--- src/rtl/core/bmp_header_validator_top_macros.svh ---
// ----------------------------------------------------------------------------
// BMP header validator assertion macros
// Concurrent assertion wrappers; define ASSERT_OFF to compile them out.
// ----------------------------------------------------------------------------
`ifndef BMP_HEADER_VALIDATOR_TOP_MACROS_SVH
`define BMP_HEADER_VALIDATOR_TOP_MACROS_SVH
`ifndef ASSERT_OFF
// check under reset gating
`define BHV_ASSERT(lbl, prop, msg) \
  lbl: assert property (@(posedge clk) disable iff (!rst_n) prop) else $error(msg);
// check that also holds while reset is asserted
`define BHV_ASSERT_ALWAYS(lbl, prop, msg) \
  lbl: assert property (@(posedge clk) prop) else $error(msg);
`else
`define BHV_ASSERT(lbl, prop, msg)
`define BHV_ASSERT_ALWAYS(lbl, prop, msg)
`endif
`endif

--- src/rtl/core/bhv_pkg.sv ---
// ----------------------------------------------------------------------------
// bhv_pkg
// Types, codes and lookup functions of the BMP header validator.
// ----------------------------------------------------------------------------
package bhv_pkg;

  localparam int SIZE_BITS_DEF = 32;
  localparam int CFG_IDX_W     = 1;

  localparam logic [CFG_IDX_W-1:0] CFG_AVAIL  = 1'b0;
  localparam logic [CFG_IDX_W-1:0] CFG_MAXDIM = 1'b1;

  localparam logic [1:0] ST_VALID  = 2'd0;
  localparam logic [1:0] ST_REJECT = 2'd1;
  localparam logic [1:0] ST_SHORT  = 2'd2;

  localparam logic [31:0] DIB_CORE   = 32'd12;
  localparam logic [31:0] COMP_JPEG  = 32'd4;
  localparam logic [31:0] COMP_PNG   = 32'd5;
  localparam logic [24:0] MAXDIM_RST = 25'd16777216;

  typedef enum logic [1:0] {
    S_IDLE,
    S_CHK,
    S_MUL1,
    S_MUL2
  } state_t;

  typedef struct packed {
    logic [7:0] data_byte;
    logic       first_flag;
    logic       last_flag;
  } in_item_t;

  typedef struct packed {
    logic [1:0]  status;
    logic [31:0] total_size;
    logic [31:0] pixel_offset;
    logic [6:0]  dib_size;
    logic [24:0] image_width;
    logic [24:0] image_height;
    logic        rows_top_down;
    logic [6:0]  depth_bits;
    logic [2:0]  compression_kind;
    logic [31:0] stated_image_size;
    logic [31:0] palette_count;
    logic [31:0] overlay_size;
  } out_item_t;

  function automatic logic [31:0] put_lane(logic [31:0] r, logic [1:0] ln, logic [7:0] b);
    return r | ({24'd0, b} << {ln, 3'b000});
  endfunction

  function automatic logic dib_known(logic [31:0] s);
    return (s == 32'd12) || (s == 32'd40) || (s == 32'd108) || (s == 32'd124);
  endfunction

  function automatic logic depth_ok(logic [31:0] dib, logic [15:0] bpp, logic [31:0] comp);
    logic r;
    r = 1'b0;
    if (dib == DIB_CORE) begin
      r = (comp == 32'd0) && ((bpp == 16'd1) || (bpp == 16'd4) || (bpp == 16'd8) ||
                              (bpp == 16'd24));
    end else begin
      case (comp)
        32'd0: r = bpp inside {16'd1, 16'd2, 16'd4, 16'd8, 16'd16, 16'd24, 16'd32, 16'd64};
        32'd1: r = (bpp == 16'd8);
        32'd2: r = (bpp == 16'd4);
        32'd3: r = bpp inside {16'd16, 16'd24, 16'd32};
        32'd6: r = bpp inside {16'd16, 16'd32};
        32'd4, 32'd5: r = bpp inside {16'd0, 16'd1, 16'd2, 16'd4, 16'd8, 16'd16, 16'd24,
                                      16'd32};
        default: r = 1'b0;
      endcase
    end
    return r;
  endfunction

  // expected stream signature byte; png selects the 8-byte form
  function automatic logic [7:0] sig_byte(logic png, logic [3:0] idx);
    logic [7:0] r;
    r = 8'h00;
    if (!png) begin
      case (idx)
        4'd0: r = 8'hFF;
        4'd1: r = 8'hD8;
        4'd2: r = 8'hFF;
        default: r = 8'h00;
      endcase
    end else begin
      case (idx)
        4'd0: r = 8'h89;
        4'd1: r = 8'h50;
        4'd2: r = 8'h4E;
        4'd3: r = 8'h47;
        4'd4: r = 8'h0D;
        4'd5: r = 8'h0A;
        4'd6: r = 8'h1A;
        4'd7: r = 8'h0A;
        default: r = 8'h00;
      endcase
    end
    return r;
  endfunction

endpackage

--- src/rtl/core/bmp_header_validator_top.sv ---
// ----------------------------------------------------------------------------
// bmp_header_validator_top
// Parses and checks the header of a candidate bitmap file, one verdict each.
// ----------------------------------------------------------------------------
// Usage: bytes of a candidate enter on the in_ channel (valid/stall); a byte
// with first_flag restarts the parse, last_flag marks the final byte. Each
// candidate yields one out_ transaction: valid, rejected, or input ended.
// Bytes after a verdict without first_flag are taken and dropped.
// Set available_bytes and max_dimension on the cfg_ port while idle.
// Throughput: one byte per cycle through the header while in_stall is low. At
// the last header byte the sequencer runs the field checks and, for
// uncompressed and bitfield images, two passes through the shared multiplier
// (row bytes, then pixel bytes), during which in_stall is high. A verdict is
// registered in the cycle after the deciding byte, or when the sequencer
// finishes after the last header byte.
// The result sits in an output register; while out_stall is high a new byte
// is taken only when the output register is empty.
// Reset (synchronous, rst_n low) returns to idle, awaiting a first_flag byte.
// ----------------------------------------------------------------------------
`include "bmp_header_validator_top_macros.svh"

module bmp_header_validator_top #(
  parameter int SIZE_BITS = bhv_pkg::SIZE_BITS_DEF
) (
  input  logic                           clk,
  input  logic                           rst_n,
  input  logic                           in_valid,
  output logic                           in_stall,
  input  bhv_pkg::in_item_t              in_data,
  output logic                           out_valid,
  input  logic                           out_stall,
  output bhv_pkg::out_item_t             out_data,
  input  logic                           cfg_we,
  input  logic [bhv_pkg::CFG_IDX_W-1:0]  cfg_index,
  input  logic [31:0]                    cfg_wdata
);
  import bhv_pkg::*;

  localparam int CW = (SIZE_BITS > 32) ? SIZE_BITS : 32;

  state_t                 state_r, state_nxt;
  logic                   verdict_r, verdict_nxt;
  logic                   last_r, last_nxt;
  logic [SIZE_BITS-1:0]   pos_r, pos_nxt;
  logic [31:0]            fsz_r, fsz_nxt, off_r, off_nxt, dib_r, dib_nxt;
  logic [31:0]            wid_r, wid_nxt, hgt_r, hgt_nxt, pd_r, pd_nxt;
  logic [31:0]            comp_r, comp_nxt, isz_r, isz_nxt, col_r, col_nxt;
  logic [3:0]             sig_r, sig_nxt;
  logic [31:0]            avail_r;
  logic [24:0]            maxdim_r;
  logic                   out_valid_r;
  out_item_t              out_data_r, out_nxt;

  logic                   accept, active, first, last, out_free;
  logic [7:0]             b;
  logic [SIZE_BITS-1:0]   p;
  logic [5:0]             ps;
  logic                   p_lo, core;
  logic [CW-1:0]          pw, hdr_end;
  logic                   emit;
  logic [1:0]             emit_status;
  logic                   mul_en;
  logic [31:0]            mul_a, mul_b;
  logic [63:0]            prod;
  logic [63:0]            row_sum;
  logic [31:0]            payload, habs;
  logic                   top, chk_fail;
  logic [3:0]             sig_len;

  bhv_mul u_mul (
    .clk  (clk),
    .en   (mul_en),
    .a    (mul_a),
    .b    (mul_b),
    .prod (prod)
  );

  assign out_free = !out_valid_r || !out_stall;
  assign in_stall = (state_r != S_IDLE) || !out_free;
  assign accept   = in_valid && !in_stall;
  assign first    = in_data.first_flag;
  assign last     = in_data.last_flag;
  assign b        = in_data.data_byte;
  assign active   = first || !verdict_r;
  assign p        = first ? '0 : pos_r;
  assign ps       = p[5:0];
  assign p_lo     = ~|p[SIZE_BITS-1:6];
  assign pw       = CW'(p);
  assign core     = (dib_r == DIB_CORE);
  assign hdr_end  = core ? CW'(25) : CW'(53);
  assign payload  = fsz_r - off_r;
  assign top      = !core && hgt_r[31];
  assign habs     = top ? (32'd0 - hgt_r) : hgt_r;
  assign row_sum  = prod + 64'd7;
  assign sig_len  = (comp_r == COMP_PNG) ? 4'd8 : 4'd3;

  always_comb begin
    chk_fail = 1'b0;
    if (!core && ((wid_r == 32'd0) || wid_r[31] || (hgt_r == 32'd0) ||
                  (hgt_r == 32'h8000_0000))) begin
      chk_fail = 1'b1;
    end
    if ((pd_r[15:0] != 16'd1) || (wid_r == 32'd0) || (habs == 32'd0) ||
        (wid_r > {7'd0, maxdim_r}) || (habs > {7'd0, maxdim_r}) ||
        !depth_ok(dib_r, pd_r[31:16], comp_r)) begin
      chk_fail = 1'b1;
    end
  end

  always_comb begin
    state_nxt   = state_r;
    verdict_nxt = verdict_r;
    last_nxt    = last_r;
    pos_nxt     = pos_r;
    fsz_nxt     = fsz_r;
    off_nxt     = off_r;
    dib_nxt     = dib_r;
    wid_nxt     = wid_r;
    hgt_nxt     = hgt_r;
    pd_nxt      = pd_r;
    comp_nxt    = comp_r;
    isz_nxt     = isz_r;
    col_nxt     = col_r;
    sig_nxt     = sig_r;
    emit        = 1'b0;
    emit_status = ST_VALID;
    mul_en      = 1'b0;
    mul_a       = wid_r;
    mul_b       = {16'd0, pd_r[31:16]};

    case (state_r)
      S_IDLE: begin
        if (accept && active) begin
          if (first) begin
            fsz_nxt  = '0;
            off_nxt  = '0;
            dib_nxt  = '0;
            wid_nxt  = '0;
            hgt_nxt  = '0;
            pd_nxt   = '0;
            comp_nxt = '0;
            isz_nxt  = '0;
            col_nxt  = '0;
            sig_nxt  = '0;
            verdict_nxt = 1'b0;
          end
          // field capture, little-endian lanes
          if (p_lo) begin
            case (ps) inside
              [6'd2:6'd5]:   fsz_nxt = put_lane(fsz_nxt, 2'(ps - 6'd2), b);
              [6'd10:6'd13]: off_nxt = put_lane(off_nxt, 2'(ps - 6'd10), b);
              [6'd14:6'd17]: dib_nxt = put_lane(dib_nxt, 2'(ps - 6'd14), b);
              default: begin
                if (ps >= 6'd18 && core) begin
                  if (ps <= 6'd19)      wid_nxt = put_lane(wid_nxt, 2'(ps - 6'd18), b);
                  else if (ps <= 6'd21) hgt_nxt = put_lane(hgt_nxt, 2'(ps - 6'd20), b);
                  else if (ps <= 6'd25) pd_nxt  = put_lane(pd_nxt, 2'(ps - 6'd22), b);
                end else if (ps >= 6'd18) begin
                  if (ps <= 6'd21)      wid_nxt  = put_lane(wid_nxt, 2'(ps - 6'd18), b);
                  else if (ps <= 6'd25) hgt_nxt  = put_lane(hgt_nxt, 2'(ps - 6'd22), b);
                  else if (ps <= 6'd29) pd_nxt   = put_lane(pd_nxt, 2'(ps - 6'd26), b);
                  else if (ps <= 6'd33) comp_nxt = put_lane(comp_nxt, 2'(ps - 6'd30), b);
                  else if (ps <= 6'd37) isz_nxt  = put_lane(isz_nxt, 2'(ps - 6'd34), b);
                  else if (ps >= 6'd46 && ps <= 6'd49) begin
                    col_nxt = put_lane(col_nxt, 2'(ps - 6'd46), b);
                  end
                end
              end
            endcase
          end

          if (pw == CW'(0)) begin
            if ((avail_r < 32'd18) || (b != 8'h42)) begin
              emit = 1'b1;
              emit_status = ST_REJECT;
            end
          end else if (pw == CW'(1)) begin
            if (b != 8'h4D) begin
              emit = 1'b1;
              emit_status = ST_REJECT;
            end
          end else if (pw == CW'(17)) begin
            if ((fsz_nxt == 32'd0) || (fsz_nxt > avail_r) || (off_nxt == 32'd0) ||
                (off_nxt > avail_r) || !dib_known(dib_nxt) ||
                ({1'b0, off_nxt} < ({1'b0, dib_nxt} + 33'd14)) || (off_nxt > fsz_nxt)) begin
              emit = 1'b1;
              emit_status = ST_REJECT;
            end
          end else if (pw >= CW'(18) && pw == hdr_end) begin
            // header complete: hand over to the check sequencer
            state_nxt = S_CHK;
          end else if (pw > hdr_end && pw >= CW'(18) &&
                       ((comp_r == COMP_JPEG) || (comp_r == COMP_PNG)) &&
                       pw >= CW'(off_r) && sig_r < sig_len) begin
            if (b != sig_byte(comp_r == COMP_PNG, sig_r)) begin
              emit = 1'b1;
              emit_status = ST_REJECT;
            end else begin
              sig_nxt = sig_r + 4'd1;
              if (sig_r + 4'd1 == sig_len) begin
                emit = 1'b1;
                emit_status = ST_VALID;
              end
            end
          end

          if (!emit && state_nxt == S_IDLE && last) begin
            emit = 1'b1;
            emit_status = ST_SHORT;
          end
          last_nxt = last;
          if (p != '1) begin
            pos_nxt = p + SIZE_BITS'(1);
          end else begin
            pos_nxt = p;
          end
          if (emit) begin
            verdict_nxt = 1'b1;
          end
        end
      end

      S_CHK: begin
        if (chk_fail) begin
          emit_status = ST_REJECT;
          emit = out_free;
        end else begin
          case (comp_r)
            32'd0, 32'd3, 32'd6: begin
              mul_en    = 1'b1;
              state_nxt = S_MUL1;
            end
            32'd1, 32'd2: begin
              emit_status = (payload < 32'd2) ? ST_REJECT : ST_VALID;
              emit = out_free;
            end
            32'd4, 32'd5: begin
              if (payload < ((comp_r == COMP_JPEG) ? 32'd3 : 32'd8)) begin
                emit_status = ST_REJECT;
                emit = out_free;
              end else if (last_r) begin
                emit_status = ST_SHORT;
                emit = out_free;
              end else begin
                // signature still to come
                state_nxt = S_IDLE;
              end
            end
            default: begin
              emit_status = ST_REJECT;
              emit = out_free;
            end
          endcase
        end
        if (emit) begin
          verdict_nxt = 1'b1;
          state_nxt   = S_IDLE;
        end
      end

      S_MUL1: begin
        // row bytes times absolute height
        mul_en    = 1'b1;
        mul_a     = row_sum[34:3];
        mul_b     = habs;
        state_nxt = S_MUL2;
      end

      S_MUL2: begin
        emit_status = (prod > {32'd0, payload}) ? ST_REJECT : ST_VALID;
        emit = out_free;
        if (emit) begin
          verdict_nxt = 1'b1;
          state_nxt   = S_IDLE;
        end
      end

      default: state_nxt = S_IDLE;
    endcase
  end

  always_comb begin
    out_nxt = '0;
    out_nxt.status = emit_status;
    if (emit_status == ST_VALID) begin
      out_nxt.total_size        = fsz_r;
      out_nxt.pixel_offset      = off_r;
      out_nxt.dib_size          = dib_r[6:0];
      out_nxt.image_width       = wid_r[24:0];
      out_nxt.image_height      = habs[24:0];
      out_nxt.rows_top_down     = top;
      out_nxt.depth_bits        = pd_r[22:16];
      out_nxt.compression_kind  = comp_r[2:0];
      out_nxt.stated_image_size = isz_r;
      out_nxt.palette_count     = col_r;
      out_nxt.overlay_size      = avail_r - fsz_r;
    end
  end

  always_ff @(posedge clk) begin
    if (!rst_n) begin
      state_r     <= S_IDLE;
      verdict_r   <= 1'b1;
      last_r      <= 1'b0;
      pos_r       <= '0;
      fsz_r       <= '0;
      off_r       <= '0;
      dib_r       <= '0;
      wid_r       <= '0;
      hgt_r       <= '0;
      pd_r        <= '0;
      comp_r      <= '0;
      isz_r       <= '0;
      col_r       <= '0;
      sig_r       <= '0;
      avail_r     <= '0;
      maxdim_r    <= MAXDIM_RST;
      out_valid_r <= 1'b0;
    end else begin
      state_r   <= state_nxt;
      verdict_r <= verdict_nxt;
      last_r    <= last_nxt;
      pos_r     <= pos_nxt;
      fsz_r     <= fsz_nxt;
      off_r     <= off_nxt;
      dib_r     <= dib_nxt;
      wid_r     <= wid_nxt;
      hgt_r     <= hgt_nxt;
      pd_r      <= pd_nxt;
      comp_r    <= comp_nxt;
      isz_r     <= isz_nxt;
      col_r     <= col_nxt;
      sig_r     <= sig_nxt;
      if (cfg_we) begin
        case (cfg_index)
          CFG_AVAIL:  avail_r  <= cfg_wdata;
          CFG_MAXDIM: maxdim_r <= cfg_wdata[24:0];
          default: ;
        endcase
      end
      if (emit) begin
        out_valid_r <= 1'b1;
      end else if (!out_stall) begin
        out_valid_r <= 1'b0;
      end
    end
  end

  always_ff @(posedge clk) begin
    if (emit) begin
      out_data_r <= out_nxt;
    end
  end

  assign out_valid = out_valid_r;
  assign out_data  = out_data_r;

  `BHV_ASSERT(a_busy_stalls, (state_r != S_IDLE) |-> in_stall, "input taken while busy")
  `BHV_ASSERT(a_mul_order, (state_r == S_MUL2 && $past(state_r) != S_MUL2) |-> ($past(state_r) == S_MUL1), "second multiply without first")
  `BHV_ASSERT(a_reject_zero, (out_valid && out_data.status != ST_VALID) |-> (out_data.total_size == 32'd0 && out_data.overlay_size == 32'd0), "fields set on non-valid verdict")
  `BHV_ASSERT(a_verdict_idle, verdict_r |-> (state_r == S_IDLE), "sequencer active after verdict")
  `BHV_ASSERT_ALWAYS(a_reset_idle, !rst_n |=> (state_r == S_IDLE && !out_valid), "reset did not clear control")

endmodule

--- src/rtl/core/bhv_mul.sv ---
// ----------------------------------------------------------------------------
// bhv_mul
// Shared 32x32 multiplier with a registered product, loaded on enable.
// ----------------------------------------------------------------------------
module bhv_mul (
  input  logic        clk,
  input  logic        en,
  input  logic [31:0] a,
  input  logic [31:0] b,
  output logic [63:0] prod
);
  import bhv_pkg::*;

  logic [63:0] prod_r;

  always_ff @(posedge clk) begin
    if (en) begin
      prod_r <= {32'd0, a} * {32'd0, b};
    end
  end

  assign prod = prod_r;

endmodule
--- config.mk ---
export PLATFORM = sky130hd
export DESIGN_NAME = bmp_header_validator_top
export DESIGN_NICKNAME = d
export VERILOG_FILES = /design/src/rtl/core/bhv_pkg.sv /design/src/rtl/core/bmp_header_validator_top.sv /design/src/rtl/core/bhv_mul.sv
export VERILOG_INCLUDE_DIRS = /design/src /design/src/rtl/core
export SDC_FILE = /design/constraint.sdc
export NUM_CORES = 2
export LEC_CHECK = 0
export BUFFER_PORTS_ARGS = -buffer_cell sky130_fd_sc_hd__clkbuf_2
export CORE_MARGIN = 3
export CORE_UTILIZATION = 45
export CTS_CLUSTER_SIZE = 12
export DETAILED_ROUTE_END_ITERATION = 10
export PLACE_DENSITY = 0.66
export SLEW_MARGIN = 20
export SYNTH_ARGS = -nofsm -noshare
export SYNTH_HDL_FRONTEND = slang
export SYNTH_SLANG_ARGS = --single-unit
--- constraint.sdc ---
create_clock -name clk -period 17.1 [get_ports clk]
set_clock_uncertainty 0.05 [all_clocks]
set_input_delay 0.855 -clock clk [delete_from_list [all_inputs] [get_ports clk]]
set_output_delay 0.855 -clock clk [all_outputs]
set_load 0.02 [all_outputs]
==> flow_metrics.tcl <==
set metrics [dict create \
    path_max_fanout 12 \
    clock_path_buffers 3 \
    io_buffers 279 \
    ios 280 \
    dieArea_um2 166000 \
    end_kind "flop" \
    syn2layout_area_growth_pct 9.41 \
    syn_avg_cell_area_um2 8.83 \
    grt_max_degree 152 \
    ir_worst_vdd_v 0.0000997 \
    fillCellCount 15100 \
    drv_slew 0 \
    crit_path_start_kind "flop" \
    cts_hold_buf 0 \
    yosysSeqAreaShare 0.230 \
    synth.net_count 9772 \
    clock_sinks 687 \
    synthFlopType "dfxtp_1" \
    syn-cell-area_um2 72700 \
    die_h_um 408 \
    drt_wl_total_mm 299 \
    final_cells 10600 \
    worst_path_most_repeated_cell "fa_1" \
    power_frac_clock 0.281 \
    yosysWarnings 0 \
    clock_latency_ps 740 \
    cts_setup_buffers 0 \
    track_usage 0.354 \
    first_pass_iters 6 \
    synth_most_common_cell "nor2_1" \
    setup_viol 0 \
    run_status "finished, final reports clean" \
    crit_path_top_delay_cell "nor2_2" \
    timing.final.crit_share 0.738 \
    cts_tree "built" \
    p_per_area_nw_per_um2 80.3 \
    min_path_type "input pin to flop" \
    dp_hpwl_mm 234 \
    synth_top_area_share 0.247 \
    rrSetupSlack_ps 4480 \
    cts_root_buffer "clkbuf_16" \
    start_util 0.456 \
    fin_tns_setup_ps 0 \
    overflow 0 \
    first_global_vias 63000 \
    internal_power_uw 3670 \
    ys_async_sr_fraction 0 \
    htreeDepth 3 \
    dp.cells 10400 \
    core.rowCount 146 \
    rsz0062_at_grt "no" \
    drive_gt1_frac 0.0868 \
    critical_path_class "flop to flop" \
    post-route-min-period_ps 12620 \
    switching_share 0.425 \
    critical_path.max_stage_delay_ps 890 \
    core_area_um2 159000 \
    drt-initial-drc-count 7839 \
    clkSlewWorstSetupHoldPaths_ps 60 \
    yosysTopAreaCell "fa_1" \
    synth_cell_types 102 \
    regArea_um2 16700 \
    post-route-drc-count 0 \
    ant_nets 0 \
    layout.nets 9887 \
    cts_resized 0 \
    max_slew_margin 0.107 \
    max-cap-violations 0 \
    vias_per_cell 6.07 \
    synth-seq-cells 687 \
    vias 64100 \
    antenna_found_initial 20 \
    grt_first_pass_wirelength_mm 435 \
    gp_congestion 1.05 \
    dp_slack_ps 4730 \
    finalHoldViolations 0 \
    synthCells 8235 \
    p_leak_uw 0.0358 \
    synth_common_cells "nor2_1 (1147), inv_1 (1133), fa_1 (898)" \
    comb_power_share 0.376 \
    max_clock_freq_mhz 79.3 \
    final_util 0.499 \
    synth-edff-count 294 \
    timing.hold.ws_ps 300 \
    wire_per_inst_um 28.3 \
    cp_data_arrival_time_ps 13040 \
    multiInputGateArea_um2 50400 \
    die_w_um 408 \
    ys_top_cells_by_area "fa_1 (25%), edfxtp_1 (12%), dfxtp_1 (11%)" \
    crit_required_ps 17530 \
    worst_slack_ps 4480 \
    seqPwrFrac 0.343 \
    worstMarginPinSlew_ps 1330 \
    cts_buffers 81 \
    p_switching_uw 2710 \
]
-- power by group through the flow --
stage	Clock, uW	Combinational (uW)	Sequential [uW]
floorplan	0	1100	2520
detailed placement	0	2330	2220
CTS	1820	2350	2190
global route	1880	2530	2210
finish	1800	2400	2190
global placement	0	2290	2220
-- area by class of cell --
class,instances,area share
clock inverter,34,0.00569
sequential,687,0.210
antenna,6,0.000189
tap,2146,0.0338
multi-input combinational,5991,0.633
inverter,1137,0.0538
timing repair buffer,452,0.0350
clock buffer,116,0.0284
-- cell usage in the layout, fill, tap and decap left out, types with 168 or more instances in the layout --
cell type | netlist | layout
edfxtp_1 | 294 | 294
a22oi_1 | 255 | 255
a21oi_1 | 307 | 293
nor2_1 | 1147 | 1136
dfxtp_1 | 393 | 393
fa_1 | 898 | 898
ha_1 | 591 | 590
inv_1 | 1133 | 1131
clkbuf_2 | 0 | 279
nand2_1 | 832 | 832
buf_4 | 2 | 168
nor3_1 | 213 | 206
-- cell families (layout without fill, tap and decap cells) --
group	after synthesis	count (layout)	synth area share
AOI/OAI and AO/OA	1316	1316	0.124
adders and majority gates	1489	1489	0.349
DFF	687	687	0.230
xor gates and xnor gates	255	255	0.0307
and+or+nand+nor	2909	2909	0.181
muxes	22	22	0.00330
buffers and inverters	1557	1739	0.0822
other	0	6	0
-- per-stage QoR --
| step | total power [uW] | cell area (um^2) |
|---|---|---|
| final | 6380 | 79500 |
| after global routing | 6620 | 79500 |
| after CTS | 6350 | 79400 |
| after detailed placement | 4550 | 76700 |
| after global placement | 4510 | 76600 |
| after floorplan | 3630 | 72700 |
-- worst paths after layout --
kind / start / cells after the start / end
worst max-delay path: dib_r[1]$_SDFFE_PN0P_ / 34 / u_mul.prod[60]$_DFFE_PP_
worst min-delay path: cfg_wdata[29] / 3 / avail_r[29]$_SDFFE_PN0P_
worst max register to register: dib_r[1]$_SDFFE_PN0P_ / 34 / u_mul.prod[60]$_DFFE_PP_
worst min register to register: maxdim_r[5]$_SDFFE_PN0P_ / 2 / maxdim_r[5]$_SDFFE_PN0P_
-- flip-flops by register name, summed over array words and instances, names as in the netlist, named ones only --
register    cells
out_data      230
u_mul.prod     64
avail_r        32
col_r          32
comp_r         32
dib_r          32
fsz_r          32
hgt_r          32
isz_r          32
off_r          32
pd_r           32
pos_r          32
wid_r          32
maxdim_r       25
sig_r           4
state_r         2
last_r          1
out_valid       1
verdict_r       1
-- layer usage --
metal	GRT usage	vias up	wire, um
li1	-	27500	-
met1	0.470	31900	117000
met2	0.517	3892	126000
met3	0.108	812	36500
met4	0.192	8	19400
met5	0	-	55
-- worst max-delay path, delay by kind of cell (launching register included) --
kind | cells | cell delay [ps]
xor+xnor | 2 | 620
simple gates | 6 | 2040
flops | 1 | 410
buf+inv | 5 | 260
fa+ha+maj | 9 | 4100
compound gates | 12 | 4850
Note: power is estimated with default switching activity, not from simulation.
